### config.mk
export PLATFORM = sky130hd
export DESIGN_NAME = ssp_front_flat
export DESIGN_NICKNAME = d
export VERILOG_FILES = /design/src/hdl/ssp_pkg.sv /design/src/hdl/ssp_if.sv /design/src/hdl/ssp_front.sv /design/src/flat_wrapper.sv
export SDC_FILE = /design/constraint.sdc
export NUM_CORES = 1
export LEC_CHECK = 0
export ABC_AREA = 1
export BUFFER_PORTS_ARGS = -buffer_cell sky130_fd_sc_hd__buf_4
export CORE_AREA = 2 2 250 252
export CTS_BUF_LIST = sky130_fd_sc_hd__clkbuf_2 sky130_fd_sc_hd__clkbuf_4 sky130_fd_sc_hd__clkbuf_8
export CTS_CLUSTER_SIZE = 24
export DETAILED_ROUTE_END_ITERATION = 8
export DIE_AREA = 0 0 252 254
export SLEW_MARGIN = 10
export SYNTH_ARGS = -nofsm -noshare
export SYNTH_HDL_FRONTEND = slang
export SYNTH_SLANG_ARGS = --single-unit
### constraint.sdc
create_clock -name clk -period 22.2 [get_ports clk]
set_input_delay 3.33 -clock clk [delete_from_list [all_inputs] [get_ports clk]]
set_output_delay 3.33 -clock clk [all_outputs]
set_load 0.005 [all_outputs]
### src/hdl/ssp_pkg.sv
// Shared types, constants and helpers for the sphere/box push-out block.
// No dependencies; every module imports this package.
package ssp_pkg;

	localparam int unsigned VEC_W   = 48;
	localparam int unsigned RAD_W   = 32;
	localparam int unsigned SQRT_STEPS = 32;
	localparam int unsigned DIV_STEPS  = 31;

	localparam logic signed [55:0] VMAX = 56'sd140737488355327;
	localparam logic signed [55:0] VMIN = -56'sd140737488355328;

	// one queued request, already split into load and box test
	typedef struct packed {
		logic                       is_box;
		logic                       frozen;
		logic [RAD_W-1:0]           radius;
		logic [2:0][VEC_W-1:0]      a;
		logic [2:0][VEC_W-1:0]      b;
	} ssp_item_t;

	// back-end status seen by the top level
	typedef struct packed {
		logic busy;
		logic done;
	} ssp_stat_t;

	function automatic logic signed [55:0] ext48(input logic signed [47:0] v);
		return $signed({{8{v[47]}}, v});
	endfunction

	// clamp to the 48-bit two's complement range
	function automatic logic signed [47:0] sat48(input logic signed [55:0] v);
		logic signed [47:0] r;
		if (v > VMAX)
			r = VMAX[47:0];
		else if (v < VMIN)
			r = VMIN[47:0];
		else
			r = v[47:0];
		return r;
	endfunction

endpackage

### src/hdl/ssp_if.sv
// Valid/ready channel interfaces for the request and result items.
// No dependencies.
interface ssp_req_if;
	logic        valid;
	logic        ready;
	logic        req_type;
	logic [47:0] vec_a_x;
	logic [47:0] vec_a_y;
	logic [47:0] vec_a_z;
	logic [47:0] vec_b_x;
	logic [47:0] vec_b_y;
	logic [47:0] vec_b_z;
	logic [31:0] sphere_radius;
	logic        frozen;

	modport source (output valid, req_type, vec_a_x, vec_a_y, vec_a_z,
		vec_b_x, vec_b_y, vec_b_z, sphere_radius, frozen, input ready);
	modport sink (input valid, req_type, vec_a_x, vec_a_y, vec_a_z,
		vec_b_x, vec_b_y, vec_b_z, sphere_radius, frozen, output ready);
endinterface


### src/hdl/ssp_front.sv
// Front end: accepts request items, classifies them and queues them (2 deep).
// Depends on ssp_pkg and ssp_req_if.
module ssp_front (
	input  logic              clk,
	input  logic              arst_n,
	ssp_req_if.sink           req,
	output logic              q_valid,
	output ssp_pkg::ssp_item_t q_item,
	input  logic              q_ready
);
	import ssp_pkg::*;

	ssp_item_t  ent_q [2];
	logic       wr_q;
	logic       rd_q;
	logic [1:0] cnt_q;
	ssp_item_t  in_item;
	logic       push;
	logic       pop;

	// classify the incoming item
	always_comb begin
		in_item.is_box = req.req_type;
		in_item.frozen = req.frozen;
		in_item.radius = req.sphere_radius;
		in_item.a[0]   = req.vec_a_x;
		in_item.a[1]   = req.vec_a_y;
		in_item.a[2]   = req.vec_a_z;
		in_item.b[0]   = req.vec_b_x;
		in_item.b[1]   = req.vec_b_y;
		in_item.b[2]   = req.vec_b_z;
	end

	assign req.ready = (cnt_q != 2'd2);
	assign push      = req.valid && req.ready;
	assign q_valid   = (cnt_q != 2'd0);
	assign pop       = q_valid && q_ready;
	assign q_item    = ent_q[rd_q];

	// queue pointers
	always_ff @(posedge clk or negedge arst_n) begin
		if (!arst_n) begin
			wr_q  <= 1'b0;
			rd_q  <= 1'b0;
			cnt_q <= 2'd0;
		end else begin
			if (push)
				wr_q <= ~wr_q;
			if (pop)
				rd_q <= ~rd_q;
			cnt_q <= cnt_q + {1'b0, push} - {1'b0, pop};
		end
	end

	// queue storage
	always_ff @(posedge clk) begin
		if (push)
			ent_q[wr_q] <= in_item;
	end

endmodule

### src/flat_wrapper.sv
// flat-port wrapper written by rule: the top's interface ports become plain ports
module ssp_front_flat import ssp_pkg::*;
  (clk, arst_n, q_valid, q_item, q_ready, req_valid, req_req_type, req_vec_a_x, req_vec_a_y, req_vec_a_z, req_vec_b_x, req_vec_b_y, req_vec_b_z, req_sphere_radius, req_frozen, req_ready);
  ssp_req_if req_i ();
  input  logic clk;
  input  logic arst_n;
  output logic q_valid;
  output ssp_pkg::ssp_item_t q_item;
  input  logic q_ready;
  input wire logic [$bits(req_i.valid)-1:0] req_valid;
  input wire logic [$bits(req_i.req_type)-1:0] req_req_type;
  input wire logic [$bits(req_i.vec_a_x)-1:0] req_vec_a_x;
  input wire logic [$bits(req_i.vec_a_y)-1:0] req_vec_a_y;
  input wire logic [$bits(req_i.vec_a_z)-1:0] req_vec_a_z;
  input wire logic [$bits(req_i.vec_b_x)-1:0] req_vec_b_x;
  input wire logic [$bits(req_i.vec_b_y)-1:0] req_vec_b_y;
  input wire logic [$bits(req_i.vec_b_z)-1:0] req_vec_b_z;
  input wire logic [$bits(req_i.sphere_radius)-1:0] req_sphere_radius;
  input wire logic [$bits(req_i.frozen)-1:0] req_frozen;
  output wire logic [$bits(req_i.ready)-1:0] req_ready;
  assign req_i.valid = req_valid;
  assign req_i.req_type = req_req_type;
  assign req_i.vec_a_x = req_vec_a_x;
  assign req_i.vec_a_y = req_vec_a_y;
  assign req_i.vec_a_z = req_vec_a_z;
  assign req_i.vec_b_x = req_vec_b_x;
  assign req_i.vec_b_y = req_vec_b_y;
  assign req_i.vec_b_z = req_vec_b_z;
  assign req_i.sphere_radius = req_sphere_radius;
  assign req_i.frozen = req_frozen;
  assign req_ready = req_i.ready;
  ssp_front u_core (.clk(clk), .arst_n(arst_n), .req(req_i), .q_valid(q_valid), .q_item(q_item), .q_ready(q_ready));
endmodule
Word-level counts from Yosys, hierarchy flattened
Memories as Yosys holds them, arrays and structs flattened.
Index checks and enable logic that the tools add are counted.
Cells by class
  $add $sub $neg: 2
  bitwise logic cells: 2
  reduce and logical (&&, ||, !) cells: 3
  equality and inequality tests: 1
  mux-type cells: 2
Operators by type and width (number)
  adder 2 x 1 -> 2 bit: 1
  logical AND 1 bit: 2
  2-to-1 mux 1 bit: 2
  != test 2 bit, second input constant: 1
  inverter 1 bit: 2
  nonzero test 2 bit: 1
  subtractor 2 x 1 -> 2 bit: 1
Word-level totals
  output and inout bits: 324
  word-level logic and storage cells: 14
  memories kept: 1
  register bits: 4
  bits in writable memories: 644
Memory list
  u_core.ent_q: depth 2, width 322, read ports 1, clocked after memory_dff 0, wr ports 1, line ssp_front.sv:13  | ssp_item_t ent_q [2];

Longest topological paths before layout
Gate-level depths: netlist (run 1).
  word-level depth: 4
  mapped depth: 10

Worst setup path before layout (run 1)
OpenSTA, ideal clock, no wires.
  path type: in2reg
  from: input req_valid
  to: memory u_core.ent_q[1][0] (netlist bit), enable pin
  data required time: 21.189 ns
  data arrival time: 16.740 ns
  library setup time: 1.011 ns
  cell stages on the path: 2
  slack: 4.449 ns
  cell sequence: nand2_1 -> nor2_1
Between the ends
  cells in the longest elaborated chain, start to end: 3
Ends and longest elaborated chain
  start, declared: line flat_wrapper.sv:10  | input wire logic [$bits(req_i.valid)-1:0] req_valid;
  logical AND 1 bit: line ssp_front.sv:35  | assign push = req.valid && req.ready;
  2-to-1 mux 1 bit: line ssp_front.sv:57  | if (push)
  2-to-1 mux 1 bit (not written as such): line ssp_front.sv:58  | ent_q[wr_q] <= in_item;
  end, declared: line ssp_front.sv:13
Every way passes these cells.

==> results of run 1 <==
==> per-stage QoR <==
step	cells	hold slack, ns
floorplan	1714	0.442
global placement	3093	0.463
detailed placement	3093	0.476
CTS	3279	0.489
global route	3281	0.527
finish	3283	0.488
==> layout make-up <==
cell class | count | area, um^2
flip-flops and latches | 648 | 19400
fillers | 5313 | 30100
diodes | 4 | 10.0
clock inverters | 54 | 289
inverters | 10 | 52.6
repair buffers | 660 | 4970
clock buffers | 132 | 1660
well taps | 790 | 988
multi-input cells | 985 | 3730
==> flip-flops by register name, summed over array words and instances (netlist names) <==
name / flops
u_core.ent_q: 644
u_core.cnt_q: 2
u_core.rd_q: 1
u_core.wr_q: 1
==> layout by cell type, fill, tap and decap left out, types with 2 or more instances in the layout <==
cell type / count
sky130_fd_sc_hd__dfrtp_1: 3
sky130_fd_sc_hd__diode_2: 4
sky130_fd_sc_hd__inv_8: 5
sky130_fd_sc_hd__nand3_1: 3
sky130_fd_sc_hd__clkbuf_8: 107
sky130_fd_sc_hd__clkbuf_4: 25
sky130_fd_sc_hd__clkinv_1: 37
sky130_fd_sc_hd__nand2_1: 979
sky130_fd_sc_hd__edfxtp_1: 644
sky130_fd_sc_hd__buf_4: 659
sky130_fd_sc_hd__clkinv_2: 8
sky130_fd_sc_hd__inv_1: 8
sky130_fd_sc_hd__ha_1: 2
sky130_fd_sc_hd__clkinvlp_4: 4
==> final timing paths <==
path                                        end  depth (start not counted)  slack (ns)             from
setup / recovery                    q_item[156]                          5       14.89      u_core.rd_q
hold / removal                      u_core.wr_q                          2        0.49      u_core.wr_q
setup reg to reg           u_core.ent_q[0][145]                          5       18.56  u_core.cnt_q[1]
hold reg to reg                     u_core.wr_q                          2        0.49      u_core.wr_q
max in group asynchronous           u_core.rd_q                          1       19.61           arst_n
min in group asynchronous           u_core.wr_q                          1        2.46           arst_n
==> power by group through the flow <==
stage	clock, mW	sequential [mW]	combinational [mW]
floorplan	0	1.87	0.635
global placement	0	1.77	1.36
detailed placement	0	1.78	1.37
CTS	0.994	1.75	1.38
global route	1.05	1.77	1.48
finish	0.962	1.75	1.35
==> kinds of logic (layout without fill, tap and decap cells) <==
family        count (synthesis)  in the layout  share of synthesized area [%]
simple gates                983            983                           15.6
flops                       648            648                           82.0
buf+inv                      81            856                           2.34
fa+ha+maj                     2              2                          0.106
other cells                   0              4                              0
==> layer usage <==
layer  vias to the layer above  track usage, %  share of wire [%]
met5                         -           0.386               0.13
met4                         8            7.22                3.2
met3                       133            9.38                 12
met2                       633            31.4                 49
met1                      7117            21.4                 36
li1                       7206               -                  -
==> worst max-delay path: cells and delay by family, from the launching register on <==
| kind | cells | cell delay, ns |
|---|---|---|
| DFF | 1 | 0.78 |
| buffers and inverters | 3 | 1.75 |
| and+or+nand+nor | 2 | 0.40 |
==> qor.log, run 1 <==
qor: placed_design.post-dp-hpwl 41900 um
qor: power.peak_supply_drop 146 uV
qor: yosys.synthesis.nets 2042
qor: yosys.mappedNetlistArea 0.0237 mm^2
qor: clock_tree.postCtsResizedCells 0
qor: critical_path.critical-path-slowest-cell sky130_fd_sc_hd__buf_4
qor: critical_path.critical-path-max-stage-delay 0.88 ns
qor: critical_path.startpoint_type flip-flop
qor: clock_tree.postCtsHoldBufs 0
qor: timing.period_needed 7.31 ns
qor: yosys.synth-seq-area-share 82.0%
qor: timing.finalWorstSetupSlack 14.89 ns
qor: timing.hold_viol_final 0
qor: timing.post-route-period-util 32.9%
qor: power.pwr-share-seq 43.2%
qor: yosys.synth.area.top_cells sky130_fd_sc_hd__edfxtp_1 (82%), sky130_fd_sc_hd__nand2_1 (15%), sky130_fd_sc_hd__buf_6 (1.0%)
qor: yosys.synth_async_sr_flop_share 0.617%
qor: drt.detail_route.wl_per_cell 19.3 um
qor: floorplan.floorplan.core_area 0.0613 mm^2
qor: yosys.yosysMostFrequentCell sky130_fd_sc_hd__nand2_1
qor: critical_path.worst_ep_required_time 18.87 ns
qor: yosys.synthTopCellsByCount sky130_fd_sc_hd__nand2_1 (979), sky130_fd_sc_hd__edfxtp_1 (644), sky130_fd_sc_hd__buf_2 (33), sky130_fd_sc_hd__buf_6 (21), sky130_fd_sc_hd__buf_4 (13)
qor: global_route.grtUsageTotal 19.1%
qor: placed_design.quantity_of_i_o_buffers_inserted_on_ports 649
qor: floorplan.floorplan.io_pins 650
qor: global_route.grt_pass1_vias 15010
qor: power.design_power_total 4.06 mW
qor: yosys.number_of_flops_mapped_to_enable_cells_by_yosys 644
qor: yosys.yosysTopAreaCell sky130_fd_sc_hd__edfxtp_1
qor: timing.fmaxAchievable 0.137 GHz
qor: run.drv.max_cap_violation_count 0
qor: yosys.ys_seq_elements 648
qor: clock_tree.clk_root_buffer_cell sky130_fd_sc_hd__clkbuf_8
qor: power.comb_power_share 33.2%
qor: yosys.synth.top_cell.area_share 81.6%
qor: clock_tree.post-cts-setup-buffers 0
qor: floorplan.die_w 252 um
qor: timing.worst_slew_margin_relative_to_its_limit 24.6%
qor: yosys.yosys_warnings 0
qor: critical_path.end_kind primary output
qor: global_route.antenna_violations_before_repair 7
qor: power.cellLeakagePower 13.2 nW
qor: critical_path.crit_path_cell_trace inv_8 -> buf_4 -> nand2_1 -> nand2_1 -> buf_4
qor: power.power_density_over_cell_area 130 mW/mm^2
qor: run_status.run_status finished clean
qor: floorplan.num_rows 91
qor: clock_tree.clk_pin_slew 0.06 ns
qor: cells_and_area.area.growth.synth_to_final 31.3%
qor: timing.post_route_skew 0.0345 ns
qor: placed_design.pre_cts_slack 15.54 ns
qor: drt.detail_route.first_pass.iterations 4
qor: yosys.synth_cell_type_count 12
qor: drt.initial_drc_count 856
qor: timing.maxSlewViolCount 0
qor: hold_path.hold_path_class flip-flop to flip-flop
qor: drt.vias 15097
qor: floorplan.die_area 0.0640 mm^2
qor: critical_path.worst-setup-path-type flip-flop to primary output
qor: timing.tightest_slew 1.13 ns
qor: power.clock_share_of_power 23.7%
qor: global_route.globalRouteOverflowTotal 0
qor: critical_path.timing.critical_path.arrival 3.98 ns
qor: drt.drt-vias-per-instance 4.60
qor: cells_and_area.final_core_util 50.8%
qor: global_route.grt_max_degree 161
qor: placed_design.placed_area 0.0292 mm^2
qor: global_route.grt_pass1_wl 90700 um
qor: clock_tree.worstSkewPairLatency 0.70 ns
qor: placed_design.globalplace.congestion 0.857
qor: clock_tree.clock_path_buffers 3
qor: floorplan.initial_core_util 38.7%
qor: yosys.synthCells 1714
qor: yosys.syn_area_per_cell 13.8 um^2
qor: clock_tree.clock-sinks 648
qor: power.power.net_switching 1.34 mW
qor: cells_and_area.nets_finish 2739
qor: power.power.switching_fraction 33.0%
qor: drt.final_antenna_net_count 0
qor: drt.drt_drc_violations_left 0
qor: cells_and_area.post-route-cell-area 0.0311 mm^2
qor: timing.final_setup_tns 0 ns
qor: yosys.synthFlopType sky130_fd_sc_hd__edfxtp_1
qor: critical_path.critical_path_peak_fanout 160
qor: power.power.internal 2.72 mW
qor: clock_tree.cts_tree yes
qor: cells_and_area.layout-drive-gt1-share 32.7%
qor: timing.setup_viol 0
qor: floorplan.die_height 254 um
qor: clock_tree.tritoncts.num_buffers 106
qor: drt.routed_wirelength 63300 um
qor: timing.grt_setup_unrepaired no
qor: clock_tree.depth_of_the_cts_h_tree 3
No activity file was read; power rests on OpenSTA's default activity.
==> run 2: changes to the inputs <==
- ABC_AREA: 1 -> 0
- CORE_AREA: 2 2 250 252 -> 2 2 254 256
- DIE_AREA: 0 0 252 254 -> 0 0 256 258
- clock period: 22.2 -> 7.43 ns (I/O delays scaled with it)
==> run 2 against run 1 <==
Effect of this change:
- global-route usage is 2.3 points lower
- register-to-register slack worse by 14 ns
- clock power rose to 3.1 times the previous value
- count of clock-buffer cells in the layout increased by 19
- utilization barely moved
- cell area rose by 3.9%
- wire length is 9.2% lower
- area after synthesis increased by 3.6%
- power increased to 3.1 times the previous value
- largest power group unchanged
==> qor.log, run 2 <==
qor: cells_and_area.largest_register u_core.ent_q
qor: placed_design.globalplace.congestion 0.813 [-5.1%]
qor: critical_path.worst-setup-path-type flip-flop to primary output
qor: run.drv.max_cap_violation_count 0 [unchanged]
qor: clock_tree.worstSkewPairLatency 0.69 ns [about the same]
qor: cells_and_area.nets_finish 2079 [-24%]
qor: drt.drt-vias-per-instance 4.53 [-1.5%]
qor: clock_tree.tritoncts.num_buffers 107 [+0.94%]
qor: drt.final_antenna_net_count 0 [unchanged]
qor: critical_path.critical-path-top-delay-family flip-flops
qor: yosys.ys_seq_elements 648 [unchanged]
qor: drt.initial_drc_count 629 [-27%]
qor: yosys.yosys_warnings 0 [unchanged]
qor: clock_tree.clock_path_buffers 3 [unchanged]
qor: critical_path.timing.critical_path.arrival 3.19 ns [-0.79 ns]
qor: cells_and_area.area.growth.synth_to_final 31.7%
qor: timing.post_route_skew 0.0331 ns [-0.00136 ns]
qor: placed_design.post-dp-hpwl 39400 um [-6.0%]
qor: yosys.synth.top_cell.area_share 78.8% [-2.8 points]
qor: yosys.synth_cell_type_count 16 [+4]
qor: critical_path.end_kind primary output
qor: critical_path.crit_path_cell_trace buf_12 -> mux2_2 -> buf_4
qor: global_route.grt_pass1_wl 82400 um [-9.1%]
qor: yosys.number_of_flops_mapped_to_enable_cells_by_yosys 644 [unchanged]
qor: run_status.run_status finished clean
qor: yosys.yosysTopAreaCell sky130_fd_sc_hd__edfxtp_1
qor: critical_path.rr_startpoint u_core.cnt_q[1]
qor: drt.drt_drc_violations_left 0 [unchanged]
qor: floorplan.die_area 0.0660 mm^2 [+3.2%]
qor: floorplan.die_w 256 um [+1.6%]
qor: clock_tree.clk_root_buffer_cell sky130_fd_sc_hd__clkbuf_8
qor: cells_and_area.multi_input_area 0.00474 mm^2 [+27%]
qor: clock_tree.cts_tree yes
qor: timing.worst_slew_margin_relative_to_its_limit 28.8% [+4.2 points]
qor: cells_and_area.most-common-layout-cells sky130_fd_sc_hd__buf_4 (650), sky130_fd_sc_hd__edfxtp_1 (644), sky130_fd_sc_hd__mux2_4 (270)
qor: clock_tree.clock-sinks 648 [unchanged]
qor: timing.finalWorstSetupSlack 3.13 ns [-11.76 ns]
qor: yosys.yosysMostFrequentCell sky130_fd_sc_hd__edfxtp_1
qor: power.peak_supply_drop 362 uV [+150%]
qor: timing.grt_setup_unrepaired no
qor: cells_and_area.commonest_non_fill_non_tap_cell_in_the_layout sky130_fd_sc_hd__buf_4
qor: timing.period_needed 4.30 ns
qor: cells_and_area.layout_top_registers u_core.ent_q x644, u_core.cnt_q x2
qor: power.cellLeakagePower 12.8 nW [-3.1%]
qor: power.power_density_over_cell_area 384 mW/mm^2 [+190%]
qor: clock_tree.depth_of_the_cts_h_tree 3 [unchanged]
qor: placed_design.quantity_of_i_o_buffers_inserted_on_ports 649 [unchanged]
qor: placed_design.pre_cts_slack 3.82 ns [-11.72 ns]
qor: critical_path.startpoint_type flip-flop
qor: cells_and_area.flip_flop_count_of_the_largest_register_after_layout 644 [unchanged]
qor: power.design_power_total 12.4 mW [+210%]
qor: yosys.syn_area_per_cell 24.1 um^2 [+74%]
qor: floorplan.num_rows 93 [+2.2%]
qor: timing.hold_viol_final 0 [unchanged]
qor: drt.routed_wirelength 57500 um [-9.2%]
qor: yosys.synthFlopType sky130_fd_sc_hd__edfxtp_1
qor: clock_tree.post-cts-setup-buffers 0 [unchanged]
qor: hold_path.hold_path_class primary input to async pin
qor: cells_and_area.fillerInstances 5277 [-0.68%]
qor: global_route.antenna_violations_before_repair 10 [+3]
qor: cells_and_area.layout-drive-gt1-share 62.7% [+30 points]
qor: floorplan.initial_core_util 38.6% [-0.13 points]
qor: yosys.synthTopCellsByCount sky130_fd_sc_hd__edfxtp_1 (644), sky130_fd_sc_hd__mux2_4 (270), sky130_fd_sc_hd__mux2_2 (52), sky130_fd_sc_hd__buf_6 (31), sky130_fd_sc_hd__buf_2 (5)
qor: critical_path.critical-path-max-stage-delay 1.02 ns [+0.14 ns]
qor: floorplan.floorplan.io_pins 650 [unchanged]
qor: clock_tree.postCtsResizedCells 0 [unchanged]
qor: drt.detail_route.wl_per_cell 21.3 um [+11%]
qor: yosys.synthCells 1021 [-40%]
qor: floorplan.floorplan.core_area 0.0636 mm^2 [+3.9%]
qor: global_route.grt_max_degree 149 [-7.5%]
qor: yosys.mappedNetlistArea 0.0246 mm^2 [+3.6%]
qor: yosys.synth-seq-area-share 79.2% [-2.8 points]
qor: timing.maxSlewViolCount 0 [unchanged]
qor: timing.tightest_slew 1.07 ns [-0.0626 ns]
qor: critical_path.worst_ep_required_time 6.32 ns [-12.55 ns]
qor: yosys.synthesis.nets 1349 [-34%]
qor: critical_path.worst-r2r-setup-slack 4.94 ns [-13.62 ns]
qor: floorplan.die_height 258 um [+1.6%]
qor: timing.post-route-period-util 57.9%
qor: global_route.grtUsageTotal 16.8% [-2.3 points]
qor: timing.final_setup_tns 0 ns [unchanged]
qor: yosys.synth_async_sr_flop_share 0.617% [unchanged]
qor: clock_tree.clk_pin_slew 0.06 ns [about the same]
qor: timing.setup_viol 0 [unchanged]
qor: critical_path.critical-path-slowest-cell sky130_fd_sc_hd__dfrtp_4
qor: drt.vias 12216 [-19%]
qor: timing.fmaxAchievable 0.233 GHz
qor: critical_path.path_buf_inv 2 [-1]
qor: global_route.grt_pass1_vias 13020 [-13%]
qor: clock_tree.postCtsHoldBufs 0 [unchanged]
qor: global_route.globalRouteOverflowTotal 0 [unchanged]
qor: critical_path.cp-startpoint u_core.rd_q
qor: critical_path.critical_path_peak_fanout 115 [-28%]
qor: yosys.synth.area.top_cells sky130_fd_sc_hd__edfxtp_1 (79%), sky130_fd_sc_hd__mux2_4 (17%), sky130_fd_sc_hd__mux2_2 (2.4%)
qor: drt.detail_route.first_pass.iterations 4 [unchanged]
qor: cells_and_area.regArea 0.0194 mm^2 [unchanged]
==> run 2: path summary, 6_finish.rpt <==
path                                        end  cells after the start
max                                  q_item[27]                      3
max in group asynchronous       u_core.cnt_q[1]                      1
min                                 u_core.wr_q                      1
max reg2reg                u_core.ent_q[1][276]                      3
min in group clk                u_core.cnt_q[1]                      1
min reg2reg                     u_core.cnt_q[1]                      1
==> run 2: layout make-up <==
class / instances / share of cell area (%)
sequential: 648 / 60.1
timing repair buffer: 657 / 15.5
multi-input combinational: 334 / 14.7
clock buffer: 151 / 5.57
tap: 855 / 3.31
clock inverter: 43 / 0.770
antenna: 5 / 0.0387
inverter: 3 / 0.0348
==> run 2: cells by family after synthesis <==
family / after synthesis / synth area share (%)
buffers and inverters: 39 / 1.57
DFF: 648 / 79.2
muxes: 322 / 18.9
adders and majority gates: 2 / 0.102
and+or+nand+nor: 6 / 0.133
xor gates and xnor gates: 4 / 0.143
==> run 2: metrics by stage <==
| step | cell area, um^2 | utilization (%) | hold slack, ns | instances |
|---|---|---|---|---|
| floorplan | 24600 | - | 0.460 | 1021 |
| CTS | 32300 | 50.8 | 0.128 | 2690 |
| global placement | 30300 | 47.6 | 0.479 | 2496 |
| finish | 32400 | 50.8 | 0.219 | 2696 |
| detailed placement | 30300 | 47.6 | 0.512 | 2496 |
| global route | 32300 | 50.8 | 0.135 | 2695 |
==> run 2: power breakdown <==
part           leakage [nW]  internal [mW]  switching (mW)  total (mW)
logic                  5.67           2.37            1.82        4.18
clock network          1.09           1.60            1.37        2.97
registers              6.03           5.01           0.252        5.26
total                  12.8           8.98            3.44        12.4
==> run 2: routing by layer <==
layer / track usage [%] / wire (um)
met4: 6.24 / 1700
met5: 0 / 47
met1: 17.7 / 20600
met2: 29.7 / 30300
met3: 7.26 / 4930
==> run 2: worst register-to-register path, cell delays in order, from the launching register on <==
cell	delay (ns)
sky130_fd_sc_hd__dfrtp_1	0.40
sky130_fd_sc_hd__nand2b_1	0.13
sky130_fd_sc_hd__and3_4	0.69
sky130_fd_sc_hd__buf_12	0.55
==> run 3: changes to the inputs <==
- ABC_AREA: 0 -> 1
- CORE_AREA: 2 2 254 256 -> 2 2 250 252
- DIE_AREA: 0 0 256 258 -> 0 0 252 254
- clock period: 7.43 -> 3.7 ns (I/O delays scaled with it)
==> run 3 against run 2 <==
Effect of this change:
- non-clock buffer count increased by 321
- wire length increased by 14%
- first-iteration DRC count is 74% higher
- setup slack worse by 2.5 ns
- combinational power grew 110%
- utilization increased by 5.8 points
- sequential share of layout area down 4.0 points
- clock skew down 0.0073 ns
- critical path type unchanged
==> qor.log, run 3 (synthesis gave the netlist of run 1 again) <==
qor: critical_path.critical_r2r_capture u_core.ent_q[1][213]
qor: power.peak_supply_drop 760 uV [+110%]
qor: critical_path.critical_path_peak_fanout 91 [-21%]
qor: hold_path.hold_path_class primary input to flip-flop
qor: cells_and_area.commonest_non_fill_non_tap_cell_in_the_layout sky130_fd_sc_hd__nand2_1
qor: cells_and_area.flip_flop_count_of_the_largest_register_after_layout 644 [unchanged]
qor: clock_tree.clk_pin_slew 0.06 ns [about the same]
qor: placed_design.globalplace.congestion 0.825 [+1.5%]
qor: run.drv.max_cap_violation_count 0 [unchanged]
qor: clock_tree.cts_tree yes
qor: critical_path.worst-setup-path-type flip-flop to primary output
qor: clock_tree.worstSkewPairLatency 0.68 ns [about the same]
qor: global_route.gr-usage-met1 23.4% [+5.7 points]
qor: power.power_density_over_cell_area 730 mW/mm^2 [+90%]
qor: global_route.grt_pass1_wl 96000 um [+16%]
qor: clock_tree.clock-sinks 648 [unchanged]
qor: cells_and_area.fillerInstances 4941 [-6.4%]
qor: timing.grt_setup_unrepaired no
qor: global_route.met3_usage 6.05% [-1.2 points]
qor: placed_design.post-dp-hpwl 42600 um [+8.1%]
qor: drt.routed_wirelength 65800 um [+14%]
qor: floorplan.floorplan.io_pins 650 [unchanged]
qor: cells_and_area.most-common-layout-cells sky130_fd_sc_hd__nand2_1 (977), sky130_fd_sc_hd__buf_4 (665), sky130_fd_sc_hd__edfxtp_1 (644)
qor: floorplan.die_area 0.0640 mm^2 [-3.1%]
qor: power.cellLeakagePower 14.7 nW [+15%]
qor: floorplan.die_w 252 um [-1.6%]
qor: timing.fmaxAchievable 0.331 GHz
qor: critical_path.worst_ep_required_time 3.14 ns [-3.18 ns]
qor: timing.post-route-period-util 81.7%
qor: cells_and_area.nets_finish 3059 [+47%]
qor: global_route.grt_pass1_vias 16966 [+30%]
qor: hold_path.whs_endpoint u_core.ent_q[1][165]
qor: placed_design.quantity_of_i_o_buffers_inserted_on_ports 649 [unchanged]
qor: clock_tree.tritoncts.num_buffers 108 [+0.93%]
qor: global_route.globalRouteOverflowTotal 0 [unchanged]
qor: hold_path.hold_start req_vec_a_x[21]
qor: timing.setup_viol 0 [unchanged]
qor: timing.final_setup_tns 0 ns [unchanged]
qor: timing.tightest_slew 1.03 ns [-0.0349 ns]
qor: cells_and_area.layout-drive-gt1-share 30.4% [-32 points]
qor: cells_and_area.area.growth.synth_to_final 46.2%
qor: critical_path.r2r.worst_path.cells 5 [+2]
qor: floorplan.num_rows 91 [-2.2%]
qor: global_route.grt_use_met2 32.9% [+3.2 points]
qor: global_route.grtUsageTotal 19.7% [+3.0 points]
qor: floorplan.die_height 254 um [-1.6%]
qor: clock_tree.depth_of_the_cts_h_tree 3 [unchanged]
qor: drt.vias 16400 [+34%]
qor: critical_path.startpoint_type flip-flop
qor: drt.initial_drc_count 1096 [+74%]
qor: cells_and_area.largest_register u_core.ent_q
qor: drt.detail_route.wl_per_cell 18.2 um [-15%]
qor: floorplan.initial_core_util 38.7% [+0.13 points]
qor: global_route.grt_busiest_layer met2
qor: critical_path.end_kind primary output
qor: drt.detail_route.first_pass.iterations 5 [+1]
qor: drt.drt-vias-per-instance 4.53 [about the same]
qor: global_route.grt_max_degree 205 [+38%]
qor: timing.period_needed 3.02 ns
qor: critical_path.worst-r2r-setup-slack 1.59 ns [-3.35 ns]
qor: clock_tree.postCtsResizedCells 0 [unchanged]
qor: cells_and_area.final_core_util 56.6% [+5.8 points]
qor: critical_path.timing.critical_path.arrival 2.47 ns [-0.72 ns]
qor: clock_tree.post-cts-setup-buffers 0 [unchanged]
qor: drt.final_antenna_net_count 0 [unchanged]
qor: timing.maxSlewViolCount 0 [unchanged]
qor: timing.post_route_skew 0.0258 ns [-0.00733 ns]
qor: critical_path.rr_startpoint u_core.cnt_q[1]
qor: global_route.antenna_violations_before_repair 14 [+4]
qor: timing.worst_slew_margin_relative_to_its_limit 31.1% [+2.3 points]
qor: floorplan.floorplan.core_area 0.0613 mm^2 [-3.8%]
qor: cells_and_area.layout_top_registers u_core.ent_q x644, u_core.cnt_q x2
qor: clock_tree.clk_root_buffer_cell sky130_fd_sc_hd__clkbuf_8
qor: drt.drt_drc_violations_left 0 [unchanged]
qor: hold_path.whs_path_depth 1
qor: timing.hold_viol_final 0 [unchanged]
qor: run_status.run_status finished clean
qor: clock_tree.clock_path_buffers 3 [unchanged]
## run 3: changes by cell type in the layout (fill, tap and decap cells not counted), moves of 4 or more
| cell | change |
|---|---|
| sky130_fd_sc_hd__buf_12 | +7 |
| sky130_fd_sc_hd__buf_4 | +15 |
| sky130_fd_sc_hd__clkbuf_8 | +4 |
| sky130_fd_sc_hd__diode_2 | +7 |
| sky130_fd_sc_hd__dlygate4sd3_1 | +299 |
| sky130_fd_sc_hd__inv_1 | +5 |
| sky130_fd_sc_hd__mux2_2 | -52 |
| sky130_fd_sc_hd__mux2_4 | -270 |
| sky130_fd_sc_hd__nand2_1 | +976 |
## run 3: worst max-delay path, cell delays in order, from the launching register on
cell and delay, ns:
sky130_fd_sc_hd__dfrtp_4 0.53, sky130_fd_sc_hd__inv_8 0.43, sky130_fd_sc_hd__buf_4 0.43, sky130_fd_sc_hd__nand2_1 0.11
sky130_fd_sc_hd__nand2_1 0.10, sky130_fd_sc_hd__buf_4 0.11
## run 3: area by class of cell
class | instances | area, um^2 | area share [%]
flip-flops and latches | 648 | 19400 | 56.1
repair buffers | 978 | 8270 | 23.8
multi-input cells | 985 | 3760 | 10.9
clock buffers | 158 | 1880 | 5.43
well taps | 790 | 988 | 2.85
clock inverters | 41 | 245 | 0.707
inverters | 10 | 48.8 | 0.141
diodes | 12 | 30.0 | 0.0866
## run 3: where the power goes
group	leakage [nW]	switching (mW)	internal (mW)	total [mW]
logic	7.54	5.04	3.70	8.74
registers	6.04	0.382	10.0	10.4
clock network	1.13	2.79	3.40	6.18
total	14.7	8.21	17.1	25.3
## run 3: timing repair
action	4_1_cts	5_1_grt
hold buffers	299	0
setup endpoints to repair	0	0
endpoints found under the hold margin	595	0
## run 3: per-stage QoR
| stage | std cells | total power, mW | worst slack (ns) | instance area, um^2 | hold WS, ns |
|---|---|---|---|---|---|
| final | 3622 | 25.3 | 0.678 | 34700 | 0.0856 |
| after global routing | 3617 | 26.7 | 0.485 | 34700 | 0.0151 |
| after CTS | 3610 | 25.6 | 0.533 | 34600 | 0.000209 |
| after detailed placement | 3112 | 19.1 | 1.33 | 29500 | 0.356 |
| after global placement | 3112 | 18.9 | 1.39 | 29500 | 0.356 |
| after floorplan | 1714 | 14.6 | -2.14 | 23800 | 0.259 |
## run 3: metal layers
layer | part of all wire, % | vias to the layer above
met5 | 0.055 | -
met4 | 4.0 | 6
met3 | 7.8 | 163
met2 | 50 | 652
met1 | 39 | 7713
li1 | - | 7866
## run 3: worst max path at each step
stage	from	end	slack, ns	cells after the start
final	u_core.rd_q	q_item[226]	0.68	5
after global routing	u_core.rd_q	q_item[305]	0.49	5
after CTS	u_core.rd_q	q_item[17]	0.53	5
after detailed placement	u_core.rd_q	q_item[17]	1.33	5
after global placement	u_core.rd_q	q_item[46]	1.39	5
after floorplan	req_valid	u_core.ent_q[0][0]	-2.14	2
